--- src/design/obht_ram.sv ---
// Generic simple dual-port RAM: one write port, one read port with
// registered read data. No dependencies.
module obht_ram #(
	parameter int WIDTH = 8,
	parameter int DEPTH = 256
) (
	input  logic                     clk,
	input  logic                     we,
	input  logic [$clog2(DEPTH)-1:0] waddr,
	input  logic [WIDTH-1:0]         wdata,
	input  logic [$clog2(DEPTH)-1:0] raddr,
	output logic [WIDTH-1:0]         rdata
);

	logic [WIDTH-1:0] mem [DEPTH];

	always_ff @(posedge clk) begin
		if (we) begin
			mem[waddr] <= wdata;
		end
		rdata <= mem[raddr];
	end

endmodule

--- config.mk ---
export PLATFORM = sky130hd
export DESIGN_NAME = obht_ram
export DESIGN_NICKNAME = d
export VERILOG_FILES = /design/src/design/obht_ram.sv
export SDC_FILE = /design/constraint.sdc
export NUM_CORES = 2
export LEC_CHECK = 0
export ABC_AREA = 1
export ABC_CLOCK_PERIOD_IN_PS = 2270
export BUFFER_PORTS_ARGS = -buffer_cell sky130_fd_sc_hd__clkbuf_2
export CORE_ASPECT_RATIO = 0.6
export CORE_UTILIZATION = 37
export DETAILED_ROUTE_END_ITERATION = 8
export PLACE_DENSITY_LB_ADDON = 0.15
export SLEW_MARGIN = 10
export SYNTH_ARGS = -nofsm -noshare
export SYNTH_HDL_FRONTEND = slang
export SYNTH_SLANG_ARGS = --single-unit
--- constraint.sdc ---
create_clock -name clk -period 2.27 [get_ports clk]
set_input_delay 0.3405 -clock clk [delete_from_list [all_inputs] [get_ports clk]]
set_output_delay 0.3405 -clock clk [all_outputs]
set_load 0.05 [all_outputs]
-- Word-level counts from Yosys, hierarchy flattened
Memories as Yosys holds them, arrays and structs flattened. A register that Yosys moved wholly into a read port is not among the register bits.
Index checks and enable logic that the tools add are counted.
- flip-flop bits (word level): 0
- memory bits (writable): 2048
- output and inout port bits: 8
- memories kept: 1
- mux-type cells: 2
- memories (memory ; depth ; bits a word ; rd ports ; clocked after Yosys merged registers in ; write ports ; RTL line ; text):
    mem ; 256 ; 8 ; 1 ; 1 ; 1 ; 15 ; logic [WIDTH-1:0] mem [DEPTH];
- operators by type and width (operator ; count):
    1-bit two-way mux ; 2

-- Logic depth before layout (Yosys ltp)
- depth after elaboration: 2
- depth in mapped cells: 15

-- Worst setup path before layout
OpenSTA, ideal clock, no wires.
- path type: input to register
- from: input we
- to: memory mem[162][0], enable pin
- setup time: 370 ps
- data arrival time: 1462 ps
- slack: 438 ps
- stages: 4
- cells stage by stage: clkbuf_1 > nand3_1 > clkbuf_1 > nor2_1
- word-level cells in the longest chain between the ends: 2
- RTL lines (element ; RTL line ; text):
    start: declaration ; 8 ; input logic we,
    1-bit two-way mux ; 18 ; if (we) begin
    1-bit two-way mux (implied by the code) ; 19 ; mem[waddr] <= wdata;
    end: declaration ; 15 ;
Every way passes these cells.

==> flow_summary.html <==
<table>
<tr><th>Metric</th><th>Value</th></tr>
<tr><th colspan="2">Status</th></tr>
<tr><td>Outcome</td><td>finished clean</td></tr>
<tr><th colspan="2">Setup path</th></tr>
<tr><td>Kind of end point of the critical path</td><td>register</td></tr>
<tr><td>Startpoint type of the worst setup path</td><td>input pin</td></tr>
<tr><td>CP max-delay cell</td><td>sky130_fd_sc_hd__nand2_1</td></tr>
<tr><td>CP arrival</td><td>2980 ps</td></tr>
<tr><td>Worst reg2reg path depth</td><td>11</td></tr>
<tr><td>Classification of the worst setup path</td><td>input pin to register</td></tr>
<tr><td>Maximum net fanout on the critical path</td><td>37</td></tr>
<tr><td>Cell mode on critical path</td><td>sky130_fd_sc_hd__nand3_1</td></tr>
<tr><td>Worst Path Buf+Inv</td><td>5</td></tr>
<tr><td>Source of the worst register-to-register timing path</td><td>mem[137][7]</td></tr>
<tr><td>CP peak stage delay</td><td>290 ps</td></tr>
<tr><td>FF-to-FF setup slack</td><td>140 ps</td></tr>
<tr><td>Kind of cell with the highest combined delay on the critical path</td><td>simple AND/OR/NAND/NOR gates</td></tr>
<tr><td>Sequence of cells on the critical path</td><td>buf_8, inv_16, buf_12, buf_4, buf_4, nand2_1, nand3_1, nand3_1, nand3_1, nand3_1, nand3_1, nand3_1, nand2_1, nand2_2, nand2_1</td></tr>
<tr><td>Endpoint of the lowest-slack register-to-register path</td><td>rdata[7]</td></tr>
<tr><td>WP data required</td><td>3050 ps</td></tr>
<tr><th colspan="2">Clock tree</th></tr>
<tr><td>Clk pin slew, worst setup/hold paths</td><td>70 ps</td></tr>
<tr><td>Skew-Pair Late Insertion Delay</td><td>between 800 and 900 ps</td></tr>
<tr><td>CTS H-Tree Depth</td><td>4</td></tr>
<tr><td>CTS root buf</td><td>sky130_fd_sc_hd__clkbuf_16</td></tr>
<tr><td>CTS tree</td><td>done</td></tr>
<tr><td>Cts bufs inserted</td><td>195</td></tr>
<tr><td>Post-CTS setup repair buffer count</td><td>0</td></tr>
<tr><td>Largest buffer count on any clock path</td><td>4</td></tr>
<tr><td>Clock sinks</td><td>2056</td></tr>
<tr><th colspan="2">Route</th></tr>
<tr><td>Highest metal used</td><td>met5</td></tr>
<tr><td>Ratio of routed vias to standard cells</td><td>5.34</td></tr>
<tr><td>Routed length on met2</td><td>108 mm</td></tr>
<tr><td>Residual DRC count</td><td>0</td></tr>
<tr><td>Total vias in the final route</td><td>57316</td></tr>
<tr><td>Antenna Violating Nets Remaining</td><td>0</td></tr>
<tr><td>Post-detailed-routing wire length</td><td>between 200 and 300 mm</td></tr>
<tr><td>Routed length on met1</td><td>about 130 mm</td></tr>
<tr><td>Number of DRC markers in iteration 0</td><td>6977</td></tr>
<tr><td>Drt first pass iters</td><td>6</td></tr>
<tr><td>Detailed-routed wire length on met3</td><td>between 20 and 30 mm</td></tr>
<tr><td>Wire per inst</td><td>25.2 µm</td></tr>
<tr><th colspan="2">Worst hold path</th></tr>
<tr><td>Source of the worst hold timing path</td><td>raddr[7]</td></tr>
<tr><td>Number of instances on the worst hold path</td><td>3</td></tr>
<tr><td>Class of the tightest hold or removal check</td><td>input pin to register</td></tr>
<tr><td>Endpoint with the worst hold slack</td><td>rdata[0]</td></tr>
<tr><th colspan="2">Timing</th></tr>
<tr><td>Transition time at the pin with the least slew margin</td><td>761 ps</td></tr>
<tr><td>Minimum clock period</td><td>2200 ps</td></tr>
<tr><td>Period utilization</td><td>between 90% and 100%</td></tr>
<tr><td>Max-slew violation count</td><td>0</td></tr>
<tr><td>Hold Vio Cnt, Final</td><td>0</td></tr>
<tr><td>Number of setup violations in the final report</td><td>0</td></tr>
<tr><td>Slew margin rel.</td><td>just under 50%</td></tr>
<tr><td>F_max</td><td>455 MHz</td></tr>
<tr><td>Unrepaired setup endpoints after global routing</td><td>no</td></tr>
<tr><td>Total negative setup slack</td><td>0 ps</td></tr>
<tr><td>WHS</td><td>89.0 ps</td></tr>
<tr><td>Final worst clock skew</td><td>~63 ps</td></tr>
<tr><th colspan="2">Finish</th></tr>
<tr><td>Commonest cells after routing, fill and taps aside</td><td>2113 x sky130_fd_sc_hd__nand2_1, 2048 x sky130_fd_sc_hd__edfxtp_1, 2019 x sky130_fd_sc_hd__nand3_1, 714 x sky130_fd_sc_hd__buf_4, 283 x sky130_fd_sc_hd__nor2_1</td></tr>
<tr><td>Leading cell type in the layout, fill and taps excluded</td><td>sky130_fd_sc_hd__nand2_1</td></tr>
<tr><td>Final layout net count</td><td>7629</td></tr>
<tr><td>Number of inserted filler cells in the final layout</td><td>20463</td></tr>
<tr><td>Area growth syn-to-layout</td><td>18.9%</td></tr>
<tr><td>Post-route insts no fill</td><td>about 11000</td></tr>
<tr><td>Combined area of the multi-input logic cells</td><td>19200 µm²</td></tr>
<tr><td>Sequential cell area</td><td>61700 µm²</td></tr>
<tr><td>Finished Cell Area</td><td>99200 µm²</td></tr>
<tr><td>Fraction of layout instances using a drive strength above 1</td><td>14.8%</td></tr>
<tr><th colspan="2">Pwr</th></tr>
<tr><td>Power per cell area</td><td>between 800 and 900 nW/µm²</td></tr>
<tr><td>Leakage power figure</td><td>0.0356 µW</td></tr>
<tr><td>Comb power frac</td><td>approximately 7.5%</td></tr>
<tr><td>Share of power burned in the clock network</td><td>roughly two fifths</td></tr>
<tr><td>Net switching fraction of the power</td><td>23.0%</td></tr>
<tr><td>Sequential share of power</td><td>52.2%</td></tr>
<tr><td>Maximum resistive drop on vdd</td><td>0.634 mV</td></tr>
<tr><td>Internal power</td><td>61700 µW</td></tr>
<tr><td>Switch Pwr</td><td>~18000 µW</td></tr>
<tr><td>Power after layout</td><td>around 80000 µW</td></tr>
<tr><th colspan="2">Run</th></tr>
<tr><td>Maximum capacitance violations</td><td>0</td></tr>
<tr><th colspan="2">Yosys</th></tr>
<tr><td>Synthesized area per cell</td><td>11.9 µm²</td></tr>
<tr><td>Number of instances in the synthesized netlist</td><td>7003</td></tr>
<tr><td>Post-Syn Area</td><td>83400 µm²</td></tr>
<tr><td>Netlist cell types</td><td>14</td></tr>
<tr><td>Total of warnings raised by yosys</td><td>0</td></tr>
<tr><td>Net count after synthesis</td><td>between 7000 and 8000</td></tr>
<tr><td>Sequential element share of the synthesized area</td><td>73.9%</td></tr>
<tr><td>Number of storage elements in the synthesis netlist</td><td>2056</td></tr>
<tr><th colspan="2">Floorplanning</th></tr>
<tr><td>Area of the placeable core</td><td>223000 µm²</td></tr>
<tr><td>Chip height</td><td>370 µm</td></tr>
<tr><td>Die ar.</td><td>227000 µm²</td></tr>
<tr><td>Initial Utilization</td><td>37.4%</td></tr>
<tr><td>Top-level I/O count</td><td>34</td></tr>
<tr><td>Placement row count</td><td>between 100 and 150</td></tr>
<tr><td>Horizontal die dimension</td><td>about 610 µm</td></tr>
<tr><th colspan="2">Placed design</th></tr>
<tr><td>Half-perimeter wire length after detailed placement</td><td>177 mm</td></tr>
<tr><td>Number of buffer cells added on primary ports</td><td>33</td></tr>
<tr><td>Instance count after placement with tap cells included</td><td>roughly 10000</td></tr>
<tr><td>Post-Place Cell Area</td><td>93000 µm²</td></tr>
<tr><td>Placer's final routability congestion estimate</td><td>~0.9</td></tr>
<tr><th colspan="2">Global route</th></tr>
<tr><td>First-pass GRT wire length</td><td>389 mm</td></tr>
<tr><td>Via count of the first global-routing pass</td><td>about 54000</td></tr>
<tr><td>Initial antenna violation count</td><td>10</td></tr>
<tr><td>Total global routing overflow</td><td>0</td></tr>
<tr><td>Global router's overall resource usage</td><td>23.4%</td></tr>
<tr><td>Largest net degree at the start of global routing</td><td>83</td></tr>
</table>
## cell usage after synthesis
cell / number / area share (%)
sky130_fd_sc_hd__nand2_1: 2123 / 9.6
sky130_fd_sc_hd__edfxtp_1: 2048 / 74
sky130_fd_sc_hd__nand3_1: 2019 / 12
sky130_fd_sc_hd__nor2_1: 283 / 1.3
sky130_fd_sc_hd__buf_2: 268 / 1.6
sky130_fd_sc_hd__clkbuf_1: 112 / 0.50
sky130_fd_sc_hd__buf_4: 46 / 0.41
sky130_fd_sc_hd__buf_1: 40 / 0.18
sky130_fd_sc_hd__inv_1: 36 / 0.16
sky130_fd_sc_hd__buf_6: 16 / 0.22
sky130_fd_sc_hd__dfxtp_1: 8 / 0.19
sky130_fd_sc_hd__inv_2: 2 / 0.0090
sky130_fd_sc_hd__buf_8: 1 / 0.018
sky130_fd_sc_hd__inv_4: 1 / 0.0075
## sequential cells by signal, indices dropped and copies added (netlist names)
register	flops
mem	2048
rdata	8
## cell families after synthesis
group | Yosys count | share of synthesized area [%]
and+or+nand+nor | 4425 | 22.9
buffers and inverters | 522 | 3.12
DFF | 2056 | 73.9
## power by group through the flow
stage                     clock network [µW]  logic, µW  registers [µW]
after floorplan                            0       2580           42700
after global placement                     0       5970           42700
after detailed placement                   0       5980           42700
after CTS                              32800       6000           41900
after global routing                   34200       6450           41800
final                                  32300       6050           41900
## routing by layer
layer	global-route usage [%]	up-vias
met5	0	-
li1	-	26071
met4	4.55	6
met1	36.6	28335
met3	6.62	342
met2	31.9	2562
## worst reg2reg max path, stage by stage, from the launching register on
cell	delay, ps
sky130_fd_sc_hd__edfxtp_1	380
sky130_fd_sc_hd__nand2_1	80
sky130_fd_sc_hd__nand3_1	70
sky130_fd_sc_hd__nand3_1	120
sky130_fd_sc_hd__nand3_1	190
sky130_fd_sc_hd__nand3_1	230
sky130_fd_sc_hd__nand3_1	250
sky130_fd_sc_hd__nand3_1	190
sky130_fd_sc_hd__buf_4	120
sky130_fd_sc_hd__nand2_1	60
sky130_fd_sc_hd__nand2_2	250
sky130_fd_sc_hd__nand2_1	110
## layout make-up
class,count,area share [%]
timing repair buffer,886,8.43
clock inverter,86,0.867
inverter,39,0.182
sequential,2056,62.2
antenna,2,0.00505
multi-input combinational,4425,19.3
tap,2992,3.78
clock buffer,248,5.23
## per-stage QoR
step | utilization (%) | setup slack (ps)
floorplan | - | 438
global placement | 41.7 | -787
detailed placement | 41.7 | -762
CTS | 44.4 | 108
global route | 44.4 | 23.6
finish | 44.4 | 74.0
## worst max-delay path by stage
stage / from / endpoint / cells past startpoint
finish: raddr[0] / rdata[2] / 15
detailed placement: raddr[0] / rdata[2] / 14
global route: raddr[0] / rdata[2] / 15
global placement: raddr[0] / rdata[2] / 15
CTS: mem[137][7] / rdata[7] / 11
floorplan: we / mem[162][0] / 4
## timing repair
item,4_1_cts,5_1_grt
resized for setup,0,2
endpoints found under the setup margin,0,2
endpoints found under the hold margin,204,0
hold buffers,8,0
Note: power is estimated with default switching activity, not from simulation.
